===== src/design/spi_cmd_pkg.sv =====
// Shared types and codes for the byte-stream SPI command decoder.
// Has no dependencies; the interfaces and the top level import it.
package spi_cmd_pkg;

  localparam int unsigned ByteW   = 8;
  localparam int unsigned LenW    = 7;
  localparam int unsigned TargetW = 2;

  localparam logic [ByteW-1:0]   CmdDeselect = 8'h00;
  localparam logic [ByteW-1:0]   CmdExtended = 8'h80;
  localparam logic [ByteW-1:0]   LenMask     = 8'b0111_1111;
  localparam logic [ByteW-1:0]   ExtMax      = 8'h02;

  typedef logic [TargetW-1:0] target_t;
  typedef logic [LenW-1:0]    len_t;

  typedef enum logic [2:0] {
    OP_NONE      = 3'd0,
    OP_DESELECT  = 3'd1,
    OP_READ      = 3'd2,
    OP_WRITE_SEL = 3'd3,
    OP_DATA      = 3'd4
  } op_t;

  typedef enum logic [2:0] {
    ST_COMMAND  = 3'b001,
    ST_DATA     = 3'b010,
    ST_EXTENDED = 3'b100
  } parse_state_t;

  typedef struct packed {
    op_t              op;
    target_t          target;
    len_t             read_length;
    logic [ByteW-1:0] data_byte;
    logic             last_byte;
  } result_t;

endpackage


===== src/design/spi_cmd_if.sv =====
// Valid/ready channel interfaces for the SPI command decoder.
// Depends on spi_cmd_pkg for the payload types.
interface spi_cmd_in_if;
  logic       valid;
  logic       ready;
  logic [7:0] in_byte;

  modport source (output valid, output in_byte, input ready);
  modport sink (input valid, input in_byte, output ready);
endinterface

interface spi_cmd_out_if;
  logic                 valid;
  logic                 ready;
  spi_cmd_pkg::op_t     op;
  spi_cmd_pkg::target_t target;
  spi_cmd_pkg::len_t    read_length;
  logic [7:0]           data_byte;
  logic                 last_byte;

  modport source (output valid, output op, output target, output read_length,
                  output data_byte, output last_byte, input ready);
  modport sink (input valid, input op, input target, input read_length,
                input data_byte, input last_byte, output ready);
endinterface


===== src/design/byte_stream_spi_command_decoder.sv =====
// The result of an accepted item is held in the output register from the next cycle.
// Throughput: one item per cycle; the output register is refilled in the same
// cycle that its result is taken, so the input stalls only while a result waits
// and the output is not ready.
// Reset (synchronous, rst_n low): command state, fpga target, burst counters
// cleared and no result pending.
// Top level of the byte-stream SPI command decoder; depends on spi_cmd_pkg
// and the channel interfaces in spi_cmd_if.sv.
module byte_stream_spi_command_decoder (
  input  logic                clk,
  input  logic                rst_n,
  spi_cmd_in_if.sink          in_ch,
  spi_cmd_out_if.source       out_ch
);
  import spi_cmd_pkg::*;

  parse_state_t     state_r, state_nxt;
  target_t          target_r, target_nxt;
  len_t             total_r, total_nxt;
  len_t             count_r, count_nxt;
  len_t             count_inc;
  result_t          res_r, res_nxt;
  logic             out_valid_r;
  logic             accept;
  logic [ByteW-1:0] b;

  assign in_ch.ready = !out_valid_r || out_ch.ready;
  assign accept      = in_ch.valid && in_ch.ready;
  assign b           = in_ch.in_byte;
  assign count_inc   = count_r + len_t'(1);

  always_comb begin
    state_nxt           = state_r;
    target_nxt          = target_r;
    total_nxt           = total_r;
    count_nxt           = count_r;
    res_nxt.op          = OP_NONE;
    res_nxt.read_length = '0;
    res_nxt.data_byte   = '0;
    res_nxt.last_byte   = 1'b0;
    unique case (state_r)
      ST_DATA: begin
        res_nxt.op        = OP_DATA;
        res_nxt.data_byte = b;
        // A stale count at or past the total also closes the burst.
        if (count_r >= total_r || count_inc == total_r) begin
          res_nxt.last_byte = 1'b1;
          total_nxt         = '0;
          count_nxt         = '0;
          state_nxt         = ST_COMMAND;
        end else begin
          count_nxt = count_inc;
        end
      end
      ST_EXTENDED: begin
        if (b <= ExtMax) begin
          target_nxt = target_t'(b);
        end
        state_nxt = ST_COMMAND;
      end
      default: begin
        state_nxt = ST_COMMAND;
        if (b == CmdDeselect) begin
          res_nxt.op = OP_DESELECT;
        end else if (b == CmdExtended) begin
          state_nxt = ST_EXTENDED;
        end else if (b[ByteW-1]) begin
          res_nxt.op          = OP_READ;
          res_nxt.read_length = len_t'(b & LenMask);
        end else begin
          res_nxt.op = OP_WRITE_SEL;
          total_nxt  = len_t'(b & LenMask);
          count_nxt  = '0;
          state_nxt  = ST_DATA;
        end
      end
    endcase
    res_nxt.target = target_nxt;
  end

  always_ff @(posedge clk) begin
    if (!rst_n) begin
      state_r     <= ST_COMMAND;
      target_r    <= '0;
      total_r     <= '0;
      count_r     <= '0;
      out_valid_r <= 1'b0;
    end else begin
      if (accept) begin
        state_r     <= state_nxt;
        target_r    <= target_nxt;
        total_r     <= total_nxt;
        count_r     <= count_nxt;
        out_valid_r <= 1'b1;
      end else if (out_ch.ready) begin
        out_valid_r <= 1'b0;
      end
    end
  end

  always_ff @(posedge clk) begin
    if (accept) begin
      res_r <= res_nxt;
    end
  end

  assign out_ch.valid       = out_valid_r;
  assign out_ch.op          = res_r.op;
  assign out_ch.target      = res_r.target;
  assign out_ch.read_length = res_r.read_length;
  assign out_ch.data_byte   = res_r.data_byte;
  assign out_ch.last_byte   = res_r.last_byte;

endmodule


===== src/flat_wrapper.sv =====
// flat-port wrapper written by rule: the top's interface ports become plain ports
module byte_stream_spi_command_decoder_flat import spi_cmd_pkg::*;
  (clk, rst_n, in_ch_valid, in_ch_in_byte, in_ch_ready, out_ch_valid, out_ch_op, out_ch_target, out_ch_read_length, out_ch_data_byte, out_ch_last_byte, out_ch_ready);
  spi_cmd_in_if in_ch_i ();
  spi_cmd_out_if out_ch_i ();
  input  logic clk;
  input  logic rst_n;
  input wire logic [$bits(in_ch_i.valid)-1:0] in_ch_valid;
  input wire logic [$bits(in_ch_i.in_byte)-1:0] in_ch_in_byte;
  output wire logic [$bits(in_ch_i.ready)-1:0] in_ch_ready;
  output wire logic [$bits(out_ch_i.valid)-1:0] out_ch_valid;
  output wire logic [$bits(out_ch_i.op)-1:0] out_ch_op;
  output wire logic [$bits(out_ch_i.target)-1:0] out_ch_target;
  output wire logic [$bits(out_ch_i.read_length)-1:0] out_ch_read_length;
  output wire logic [$bits(out_ch_i.data_byte)-1:0] out_ch_data_byte;
  output wire logic [$bits(out_ch_i.last_byte)-1:0] out_ch_last_byte;
  input wire logic [$bits(out_ch_i.ready)-1:0] out_ch_ready;
  assign in_ch_i.valid = in_ch_valid;
  assign in_ch_i.in_byte = in_ch_in_byte;
  assign in_ch_ready = in_ch_i.ready;
  assign out_ch_valid = out_ch_i.valid;
  assign out_ch_op = out_ch_i.op;
  assign out_ch_target = out_ch_i.target;
  assign out_ch_read_length = out_ch_i.read_length;
  assign out_ch_data_byte = out_ch_i.data_byte;
  assign out_ch_last_byte = out_ch_i.last_byte;
  assign out_ch_i.ready = out_ch_ready;
  byte_stream_spi_command_decoder u_core (.clk(clk), .rst_n(rst_n), .in_ch(in_ch_i), .out_ch(out_ch_i));
endmodule

===== config.mk =====
export PLATFORM = sky130hd
export DESIGN_NAME = byte_stream_spi_command_decoder_flat
export DESIGN_NICKNAME = d
export VERILOG_FILES = /design/src/design/spi_cmd_pkg.sv /design/src/design/spi_cmd_if.sv /design/src/design/byte_stream_spi_command_decoder.sv /design/src/flat_wrapper.sv
export SDC_FILE = /design/constraint.sdc
export NUM_CORES = 1
export LEC_CHECK = 0
export BUFFER_PORTS_ARGS = -buffer_cell sky130_fd_sc_hd__buf_2
export CAP_MARGIN = 25
export CORE_UTILIZATION = 46
export CTS_BUF_LIST = sky130_fd_sc_hd__clkbuf_4 sky130_fd_sc_hd__clkbuf_8
export DETAILED_ROUTE_END_ITERATION = 10
export PLACE_DENSITY_LB_ADDON = 0.15
export SETUP_SLACK_MARGIN = 0.05
export SYNTH_ARGS = -nofsm -noshare
export SYNTH_HDL_FRONTEND = slang
export SYNTH_SLANG_ARGS = --single-unit

===== constraint.sdc =====
create_clock -name clk -period 2.1 [get_ports clk]
set_input_delay 0.315 -clock clk [delete_from_list [all_inputs] [get_ports clk]]
set_output_delay 0.315 -clock clk [all_outputs]
set_load 0.01 [all_outputs]

# Word-level counts from Yosys, hierarchy flattened
# Index checks and enable logic that the tools add are counted.
[totals] ff_bits=41 wordCells=57 output_inout_bits=23 input_bits=12
[op_classes] reduce_logical=10 addsub=1 n_bitwise=2 magnitude_cmp=2 n_eq_ne=8 n_mux=24
[ops] operator="$mux W7" n=8
[ops] operator="$pmux W7 S2" n=2
[ops] operator="$mux W3" n=5
[ops] operator="$pmux W3 S2" n=2
[ops] operator="$eq A8 B8 Y1 const B" n=1
[ops] operator="$le A8 B2 Y1 const B" n=1
[ops] operator="$logic_not A8 Y1" n=1
[ops] operator="$add A7 B1 Y7 const B" n=1
[ops] operator="$eq A7 B7 Y1" n=1
[ops] operator="$ge A7 B7 Y1" n=1
[ops] operator="$mux W2" n=3
[ops] operator="$reduce_and A6 Y1" n=1
[ops] operator="$reduce_and A5 Y1" n=1
[ops] operator="$reduce_or A5 Y1" n=1
[ops] operator="$mux W1" n=4
[ops] operator="$ne A2 B1 Y1 const B" n=2
[ops] operator="$ne A2 B2 Y1 const B" n=2
[ops] operator="$eq A3 B2 Y1 const B" n=1
[ops] operator="$eq A3 B3 Y1 const B" n=1
[ops] operator="$logic_or A1 B1 Y1" n=2
[ops] operator="$not A1 Y1" n=2
[ops] operator="$reduce_and A2 Y1" n=1
[ops] operator="$reduce_bool A2 Y1" n=1
[ops] operator="$logic_and A1 B1 Y1" n=1
[ops] operator="$logic_not A1 Y1" n=1

# Depth between registers and ports, before layout
# Gate-level depths: netlist of run 1.
[logic_depth] depth_word=5 ltp_mapped=9

# Worst setup path before layout of run 1
# Ideal clock, no wire load.
[synth_path] path_kind="input to register" start="in out_ch_ready" end="reg u_core.total_r[0]" n_path_buf=1 arrival_time_ns=1.889 setup_slack_ns=0.141 setup_ns=0.070 path_stages=7 required_time_ns=2.030 cell_sequence="nand2b_1 -> nand2_1 -> inv_1 -> and3_1 -> and2_1 -> buf_1 -> o2bb2ai_1"
[synth_between] elab_chain_cells=3
[synth_rtl] item="from (decl)" line="flat_wrapper.sv:17" rtl="input wire logic [$bits(out_ch_i.ready)-1:0] out_ch_ready;"
[synth_rtl] item="$logic_or A1 B1 Y1" line="byte_stream_spi_command_decoder.sv:27" rtl="assign in_ch.ready = !out_valid_r || out_ch.ready;"
[synth_rtl] item="$logic_and A1 B1 Y1" line="byte_stream_spi_command_decoder.sv:28" rtl="assign accept = in_ch.valid && in_ch.ready;"
[synth_rtl] item="via u_core.accept" line="byte_stream_spi_command_decoder.sv:24" rtl="logic accept;"
[synth_rtl] item="$reduce_and A6 Y1 (no line)"
[synth_rtl] item="to (signal assigned)" line="byte_stream_spi_command_decoder.sv:92" rtl="total_r <= total_nxt;"
[synth_rtl] item="to (decl)" line="byte_stream_spi_command_decoder.sv:19" rtl="len_t total_r, total_nxt;"
# The timed path passes the listed nets, and every way through them passes these cells.
# A chain may end at the register's enable or synchronous reset.

# Final worst setup path of run 1
[layout_path] start="reg u_core.count_r[4]" end="reg u_core.total_r[1]"
[layout_between] elab_chain_cells=5
[layout_rtl] item="from (decl)" line="byte_stream_spi_command_decoder.sv:20" rtl="len_t count_r, count_nxt;"
[layout_rtl] item="from (signal assigned)" line="byte_stream_spi_command_decoder.sv:93" rtl="count_r <= count_nxt;"
[layout_rtl] item="$add A7 B1 Y7" line="byte_stream_spi_command_decoder.sv:30" rtl="assign count_inc = count_r + len_t'(1);"
[layout_rtl] item="$eq A7 B7 Y1" line="byte_stream_spi_command_decoder.sv:46" rtl="if (count_r >= total_r || count_inc == total_r) begin"
[layout_rtl] item="$logic_or A1 B1 Y1 *" line="byte_stream_spi_command_decoder.sv:46"
[layout_rtl] item="$ne A2 B1 Y1 (no line) *"
[layout_rtl] item="$reduce_and A6 Y1 (no line) *"
# Every way passes the cells marked *; elsewhere a longest branch is shown, timed or not.

==> flow_summary_export.csv, run 1 <==
group,metric,value,unit
synth,synth_nets,227,
finish,num_antenna_cells,0,
worst_setup_path,cp.arrival,2.12,ns
synth,syn-instance-count,207,
global_route,grt-busiest-layer,"met2",
die,start_util,0.494,
sta,timing.final.crit_share,0.920,
sta,rsz0062_at_grt,"no",
synth,async_flop_share,0,
global_route,grt_pass1_wl,7160,µm
synth,synth_edf_count,21,
worst_setup_path,worstPathRequired,2.29,ns
synth,synth_common_cells,"nor2_1, inv_1, edfxtp_1",
flow_run,drv_cap,0,
sta,worst_hold_slack,0.244,ns
synth,synth_warnings,0,
global_route,met3_usage,0.0641,
synth,synth_most_common_cell,"nor2_1",
global_route,grt_use_met1,0.267,
global_route,grt_pass1_vias,1513,
route,viasPerCell,5.46,
worst_setup_path,r2r_setup_slack,0.17,ns
route,num_vias,1664,
die,fp.coreArea,4140,µm²
sta,fin_worst_skew,0.00622,ns
global_route,use_met2,0.342,
placement,globalplace.congestion,0.840,
synth,synth_area_per_cell,9.88,µm²
global_route,gr-usage-all-layers,0.216,
sta,hold_viol_final,0,
power_and_ir_drop,ir_worst_vdd,0.000399,V
clock_tree,ctsRootBufferMaster,"clkbuf_8",
finish,fillCellCount,340,
synth,ys_seq_area_frac,0.504,
die,die_h,68.7,µm
sta,max_freq,518,MHz
synth,synth_top_area_cell,"edfxtp_1",
worst_setup_path,crit_type,"reg -> reg",
route,drtIter0Drc,83,
synth,yosysTopAreaCellShare,0.308,
synth,synth_area_leaders,"edfxtp_1, dfxtp_1, nor2_1, ha_1, inv_1",
clock_tree,cts_buffers,5,
die,chipWidth,68.7,µm
route,wl_per_cell,14.2,µm
sta,setup_viol,0,
clock_tree,cts_setup_buffers,0,
clock_tree,cts_sinks,41,
route,drc,0,
clock_tree,clkSlewWorstSetupHoldPaths,0.08,ns
power_and_ir_drop,power,1.67,mW
finish,layout.nets,274,
worst_hold_path,hold_class,"in -> reg",
placement,place_hpwl,3170,µm
worst_setup_path,end_kind,"flip-flop",
placement,portBuffers,34,
clock_tree,clockBufferDepth,2,
synth,synthFlopType,"edfxtp_1",
die,floorplan.rows,23,
sta,final_max_slew_viol_count,0,
global_route,overflow,0,
route,wirelength,4350,µm
sta,fin_tns_setup,0,ns
synth,synth_area,2050,µm²
sta,slew_headroom,0.546,
route,drt-pass1-iter-count,4,
synth,ys_types,42,
die,ios,35,
power_and_ir_drop,p_leak,1.03,nW
route,ant_nets,0,
finish,drive_gt1_frac,0.298,
sta,worst_slew_pin_slew,0.677,ns
finish,area_delta_synth_final,22.9,%
power_and_ir_drop,powerDensity,664,nW/µm²
die,dieArea,4720,µm²
clock_tree,clk_latency,0.30,ns
synth,synth_seq_cells,41,
global_route,antenna_found_initial,0,
sta,post-route-min-period,1.93,ns
worst_setup_path,critPathMaxFanout,7,
clock_tree,ctsHtreeMaxLevel,2,
clock_tree,cts_tree,"done",
status,status,"finished, final reports clean",
global_route,grt_max_degree,17,
worst_setup_path,cp-start-kind,"flip-flop",
[placed cells by master, fill, tap and decap left out, drive strengths merged, types with 2 or more instances in the layout]
master	count
buf	44
xnor2	10
a21o	2
edfxtp	21
o21ai	10
o2bb2ai	7
nand2b	2
inv	24
o311a	2
nand3	8
a41oi	5
nand2	15
nor3	3
a21oi	11
and3	3
nor2	31
ha	8
clkbuf	6
and2	2
xor2	3
nand4	5
clkinv	3
dfxtp	20
[layer usage]
layer / vias up / part of all wire
met2: 59 / 0.48
met1: 779 / 0.43
li1: 816 / -
met3: 10 / 0.062
met5: - / 0
met4: 0 / 0.024
[worst max-delay path: stages, from the launching register on]
cell       delay, ns
dfxtp_1         0.42
and3_1          0.28
nand3_2         0.15
xnor2_2         0.19
o311a_4         0.42
a21oi_4         0.25
o2bb2ai_1       0.11
[per-stage QoR]
step / cell area [µm²] / instances / utilization / setup slack [ns]
final: 2510 / 305 / 0.607 / 0.168
after global routing: 2510 / 305 / 0.607 / 0.0503
after CTS: 2450 / 305 / 0.591 / 0.0523
after detailed placement: 2350 / 297 / 0.567 / 0.0418
after global placement: 2350 / 297 / 0.567 / 0.109
after floorplan: 2050 / 207 / - / 0.141
[logic make-up (layout without fill, tap and decap cells)]
group                    Yosys count  after routing  synth area share
flip-flops                        41             41             0.504
adder cells (fa/ha/maj)            8              8            0.0489
XOR/XNOR                          13             13            0.0667
AND/OR/NAND/NOR                   73             73             0.170
buffers and inverters             29             77            0.0538
AO/OA/AOI/OAI                     43             43             0.157
[cell type report]
class	count	area, µm²	share of cell area
clock inverter	2	13.8	0.00548
sequential	41	1040	0.413
inverter	25	93.8	0.0373
tap	50	62.6	0.0249
multi-input combinational	137	965	0.384
timing repair buffer	44	258	0.103
clock buffer	6	82.6	0.0329
[report_power, final]
group          switching, mW  total, mW  leakage (nW)  internal, mW
clock                  0.280      0.547        0.0512         0.266
sequential            0.0164      0.896         0.374         0.880
combinational          0.134      0.226         0.605        0.0922
total                  0.431       1.67          1.03          1.24
[state kept, by name, summed over array words and instances, names as in the netlist]
signal / count
u_core.count_r: 7
u_core.out_ch.data_byte: 8
u_core.out_ch.last_byte: 1
u_core.out_ch.op: 3
u_core.out_ch.read_length: 7
u_core.out_ch.target: 2
u_core.out_ch.valid: 1
u_core.state_r: 3
u_core.target_r: 2
u_core.total_r: 7
[timing repair]
item / 4_1_cts / 5_1_grt
setup endpoints to repair: 7 / 15
pin swaps: 0 / 4
hold buffers: 0 / 0
resized for setup: 1 / 13
[path summary, 6_finish.rpt]
check | startpoint | endpoint | cells after the start
max | u_core.count_r[4]$_SDFFE_PN0P_ | u_core.total_r[1]$_SDFFE_PN0P_ | 6
max reg2reg | u_core.count_r[4]$_SDFFE_PN0P_ | u_core.total_r[1]$_SDFFE_PN0P_ | 6
min | in_ch_in_byte[3] | u_core.total_r[3]$_SDFFE_PN0P_ | 2
min reg2reg | u_core.total_r[2]$_SDFFE_PN0P_ | u_core.total_r[2]$_SDFFE_PN0P_ | 2
(Power assumes the default switching activity.)
==> inputs of run 2 (changes only) <==
MAX_ROUTING_LAYER = met4   (was not set)
==> flow_summary_export.csv, run 2 (synthesized netlist as in run 1, its figures left out) <==
group,metric,value,unit
route,wirelength,4370,µm
power_and_ir_drop,p_sw_frac,0.259,
route,wl_met1,1950,µm
finish,instances_no_fill,305,
worst_setup_path,critPathMaxFanout,4,
global_route,grt_max_degree,17,
sta,setup_viol,0,
global_route,antenna_found_initial,0,
placement,place_hpwl,3170,µm
finish,num_antenna_cells,0,
finish,layout.nets,274,
finish,fillCellCount,340,
worst_setup_path,cp-start-kind,"flip-flop",
route,wl_met2,2110,µm
die,fp.coreArea,4140,µm²
placement,globalplace.congestion,0.853,
worst_setup_path,path_delay_family,"compound AO/OA/AOI/OAI gates",
worst_setup_path,critPathMaxStageDelay,0.34,ns
clock_tree,clockBufferDepth,2,
clock_tree,clk_latency,0.30,ns
worst_setup_path,cp.arrival,2.12,ns
route,ant_nets,0,
clock_tree,ctsHtreeMaxLevel,2,
power_and_ir_drop,p_int,1.24,mW
sta,worst_slew_pin_slew,0.675,ns
finish,layout_commonest_cell,"buf_2",
clock_tree,ctsRootBufferMaster,"clkbuf_8",
global_route,grt_pass1_wl,7180,µm
die,floorplan.rows,23,
sta,max_freq,518,MHz
worst_setup_path,end_kind,"flip-flop",
die,ios,35,
sta,fin_worst_skew,0.00665,ns
worst_setup_path,crit_chain,"inv_1 > ha_1 > a21o_1 > a21oi_1 > o311a_4 > nand2_2 > a221o_1",
die,chipWidth,68.7,µm
power_and_ir_drop,power,1.67,mW
global_route,gr-usage-all-layers,0.223,
power_and_ir_drop,pwr-share-seq,0.537,
finish,mostFrequentLayoutCells,"buf_2, nor2_1, inv_1, edfxtp_1, dfxtp_1",
power_and_ir_drop,p_leak,1.03,nW
placement,portBuffers,34,
sta,final_max_slew_viol_count,0,
worst_hold_path,hold_class,"in -> reg",
flow_run,drv_cap,0,
clock_tree,cts_tree,"done",
clock_tree,cts_buffers,5,
sta,fin_tns_setup,0,ns
power_and_ir_drop,p_sw,0.432,mW
global_route,grt_pass1_vias,1510,
route,highest_layer,"met4",
global_route,overflow,0,
power_and_ir_drop,combPwrFrac,0.135,
route,wl_per_cell,14.3,µm
route,wl_met3,200,µm
power_and_ir_drop,powerDensity,664,nW/µm²
route,drt-pass1-iter-count,4,
placement,dp.cells,297,
power_and_ir_drop,clkPwrFrac,0.328,
sta,post-route-min-period,1.93,ns
sta,rsz0062_at_grt,"no",
finish,largest_reg_flops,8,
route,drc,0,
die,die_h,68.7,µm
route,num_vias,1655,
worst_setup_path,cpMaxStageDelayCell,"dfxtp_1",
worst_setup_path,worst-path-buf-inv,1,
worst_setup_path,worstPathRequired,2.29,ns
sta,slew_headroom,0.547,
status,status,"finished, final reports clean",
sta,hold_viol_final,0,
worst_setup_path,crit_type,"reg -> reg",
clock_tree,cts_sinks,41,
sta,timing.final.crit_share,0.919,
clock_tree,clkSlewWorstSetupHoldPaths,0.08,ns
power_and_ir_drop,ir_worst_vdd,0.000399,V
finish,area_delta_synth_final,22.9,%
finish,drive_gt1_frac,0.298,
die,dieArea,4720,µm²
route,drtIter0Drc,95,
route,viasPerCell,5.43,
die,start_util,0.494,
-- run 2: cell counts in the layout (fill, tap and decap cells not counted) --
No cell type changed its count.
-- run 2: final timing paths --
kind / startpoint / endpoint / slack [ns] / depth (start not counted)
max: u_core.total_r[5]$_SDFFE_PN0P_ / u_core.state_r[0]$_SDFFE_PN1P_ / 0.17 / 7
min: in_ch_in_byte[3] / u_core.total_r[3]$_SDFFE_PN0P_ / 0.24 / 2
max reg2reg: u_core.total_r[5]$_SDFFE_PN0P_ / u_core.state_r[0]$_SDFFE_PN1P_ / 0.17 / 7
min reg2reg: u_core.total_r[2]$_SDFFE_PN0P_ / u_core.total_r[2]$_SDFFE_PN0P_ / 0.46 / 2
-- run 2: what timing repair did --
action                                  CTS  global route
hold endpoints to repair                  0             0
hold buffers                              0             0
endpoints found under the setup margin    7            15
setup buffers                             0             0
resized for setup                         1            13
pin swaps                                 0             4
-- run 2: metrics by stage --
step	hold slack (ns)	setup WS, ns	util	area, µm²
after floorplan	0.429	0.141	-	2050
after global placement	0.441	0.109	0.567	2350
after detailed placement	0.447	0.0418	0.567	2350
after CTS	0.236	0.0523	0.591	2450
after global routing	0.254	0.0503	0.607	2510
final	0.242	0.170	0.607	2510
-- run 2: final cells by class --
type / count / area (µm²) / area share
timing repair buffer: 44 / 258 / 0.103
tap: 50 / 62.6 / 0.0249
inverter: 25 / 93.8 / 0.0373
clock inverter: 2 / 13.8 / 0.00548
clock buffer: 6 / 82.6 / 0.0329
sequential: 41 / 1040 / 0.413
multi-input combinational: 137 / 965 / 0.384
-- run 2: layer usage --
| metal | GRT usage | vias to the layer above |
|---|---|---|
| met5 | - | - |
| met4 | 0.104 | 0 |
| met3 | 0.0625 | 10 |
| met2 | 0.342 | 46 |
| li1 | - | 818 |
| met1 | 0.269 | 781 |
-- run 2: power groups by stage --
stage          Sequential [mW]  Clock [mW]  Combinational (mW)
3_5_place_dp             0.915           0               0.221
4_1_cts                  0.897       0.563               0.222
5_1_grt                  0.901       0.601               0.251
3_3_place_gp             0.915           0               0.220
6_report                 0.896       0.548               0.226
2_1_floorplan            0.928           0               0.113
==> inputs of run 3 (changes only) <==
ABC_AREA = 1   (was not set)
==> flow_summary_export.csv, run 3 <==
group,metric,value,unit
status,status,"finished, final reports clean",
finish,final_core_util,0.580,
worst_setup_path,r2r_setup_slack,0.22,ns
finish,largest_reg_flops,8,
placement,place_hpwl,3170,µm
clock_tree,clkSlewWorstSetupHoldPaths,0.08,ns
power_and_ir_drop,powerDensity,754,nW/µm²
placement,portBuffers,34,
clock_tree,clockBufferDepth,2,
placement,pre_cts_ws,0.149,ns
worst_setup_path,crit_chain,"inv_2 > ha_1 > inv_1 > a21boi_0 > o21ai_0 > nand2_1 > a21oi_2 > nand3_2 > nand2_4 > nand2_4 > nor2_2",
route,ant_nets,0,
finish,drive_gt1_frac,0.199,
synth,synth_common_cells,"nand2_1, nor2_1, inv_1",
sta,slew_headroom,0.759,
synth,synth_area,2030,µm²
clock_tree,ctsHtreeMaxLevel,2,
placement,globalplace.congestion,0.860,
route,wl_per_cell,12.2,µm
finish,layout.nets,311,
worst_hold_path,hold_class,"in -> reg",
route,wirelength,4160,µm
synth,synth_top_area_cell,"edfxtp_1",
sta,rsz0062_at_grt,"no",
sta,fin_tns_setup,0,ns
synth,synth_edf_count,21,
worst_setup_path,critPathMaxFanout,8,
global_route,grt_pass1_wl,6790,µm
sta,fin_worst_skew,0.00305,ns
finish,instances_no_fill,342,
synth,synthFlopType,"edfxtp_1",
die,fp.coreArea,4120,µm²
worst_setup_path,cp.arrival,2.11,ns
sta,setup_viol,0,
global_route,antenna_found_initial,0,
power_and_ir_drop,ir_worst_vdd,0.000410,V
clock_tree,postCtsHoldBufs,0,
flow_run,drv_cap,0,
route,drtIter0Drc,103,
clock_tree,ctsRootBufferMaster,"clkbuf_8",
global_route,gr-usage-all-layers,0.206,
sta,max_freq,533,MHz
clock_tree,clk_latency,0.29,ns
worst_setup_path,path_delay_family,"simple AND/OR/NAND/NOR gates",
worst_setup_path,cpMaxStageDelayCell,"dfxtp_1",
die,floorplan.rows,23,
synth,ys_seq_area_frac,0.508,
synth,synth_area_leaders,"edfxtp_1, dfxtp_1, nand2_1, nor2_1, inv_1",
clock_tree,cts_tree,"done",
synth,async_flop_share,0,
finish,layout_commonest_cell,"nand2_1",
global_route,overflow,0,
sta,timing.final.crit_share,0.893,
die,ios,35,
synth,synth_seq_cells,41,
power_and_ir_drop,p_leak,1.11,nW
clock_tree,cts_sinks,41,
route,drt-pass1-iter-count,4,
worst_setup_path,worstPathRequired,2.33,ns
worst_setup_path,crit_type,"reg -> reg",
global_route,grt_max_degree,28,
worst_setup_path,cp-start-kind,"flip-flop",
route,num_vias,1741,
worst_setup_path,critPathMaxStageDelay,0.36,ns
worst_setup_path,end_kind,"flip-flop",
sta,setup_slack,0.224,ns
die,chipWidth,68.4,µm
synth,synth_most_common_cell,"nand2_1",
sta,worst_slew_pin_slew,0.361,ns
synth,syn-instance-count,250,
synth,yosysTopAreaCellShare,0.311,
route,drc,0,
die,dieArea,4680,µm²
sta,post-route-min-period,1.88,ns
finish,area_delta_synth_final,17.6,%
route,viasPerCell,5.09,
clock_tree,cts_buffers,5,
global_route,grt_pass1_vias,1490,
sta,worst_hold_slack,0.249,ns
sta,hold_viol_final,0,
power_and_ir_drop,power,1.80,mW
finish,mostFrequentLayoutCells,"nand2_1, nor2_1, inv_1, buf_2, nand3_1",
placement,dp.cells,333,
synth,synth_area_per_cell,8.12,µm²
synth,ys_types,25,
sta,final_max_slew_viol_count,0,
synth,synth_warnings,0,
placement,placed_cell_area,2260,µm²
finish,design_area,2390,µm²
die,die_h,68.4,µm
die,start_util,0.493,
finish,num_antenna_cells,0,
worst_setup_path,worst-path-buf-inv,2,
synth,synth_nets,270,
worst_setup_path,crit_path_frequent_cell,"nand2_4",
run 3: cell count changes in the layout (fill, tap and decap cells not counted), sizes merged, moves of 3 or more:
cell,change
nand2,+47
buf,-7
inv,+13
a41oi,-5
xnor2,-9
nor2,+10
o21ai,+3
nand3,+18
and3,-3
o2bb2ai,-7
a21oi,-4
run 3: kinds of logic (layout without fill, tap and decap cells):
group / count (synthesis) / after routing / synth area share
fa+ha+maj: 8 / 8 / 0.0493
mux: 1 / 1 / 0.00493
compound gates: 22 / 22 / 0.0567
buf+inv: 40 / 82 / 0.0764
flops: 41 / 41 / 0.508
xor+xnor: 2 / 2 / 0.00863
simple gates: 136 / 136 / 0.296
run 3: area by class of cell:
type	instances	area (µm²)
Clock buffer	5	68.8
Clock inverter	3	41.3
Fill cell	397	1730
Inverter	37	139
Multi-Input combinational cell	169	850
Sequential cell	41	1030
Tap cell	50	62.6
Timing Repair Buffer	37	193
run 3: per-layer routing:
layer	track usage	up-vias	routed length [µm]
met2	0.297	51	1830
met5	-	-	0
li1	-	891	-
met3	0.0467	4	239
met4	0.0703	0	53
met1	0.282	795	2040
run 3: where the power goes:
| group | internal, mW | total (mW) | switching, mW | leakage (nW) |
|---|---|---|---|---|
| clock | 0.350 | 0.627 | 0.277 | 0.0518 |
| combinational | 0.0936 | 0.253 | 0.159 | 0.685 |
| sequential | 0.892 | 0.919 | 0.0271 | 0.374 |
| total | 1.34 | 1.80 | 0.463 | 1.11 |
run 3: worst paths after layout:
path | startpoint | to | cells after the start
max | u_core.count_r[0]$_SDFFE_PN0P_ | u_core.count_r[1]$_SDFFE_PN0P_ | 11
min reg2reg | u_core.state_r[2]$_SDFFE_PN0P_ | u_core.state_r[2]$_SDFFE_PN0P_ | 2
max reg2reg | u_core.count_r[0]$_SDFFE_PN0P_ | u_core.count_r[1]$_SDFFE_PN0P_ | 11
min | in_ch_in_byte[2] | u_core.total_r[2]$_SDFFE_PN0P_ | 3
run 3: repair_timing:
action,in CTS,in global routing
endpoints found under the setup margin,0,8
buffers inserted,0,1
gates resized for setup,0,4
run 3: worst min-delay path, cell delays in order:
cell and delay (ns):
buf_2 0.09, nand2_1 0.05, nand2_1 0.05
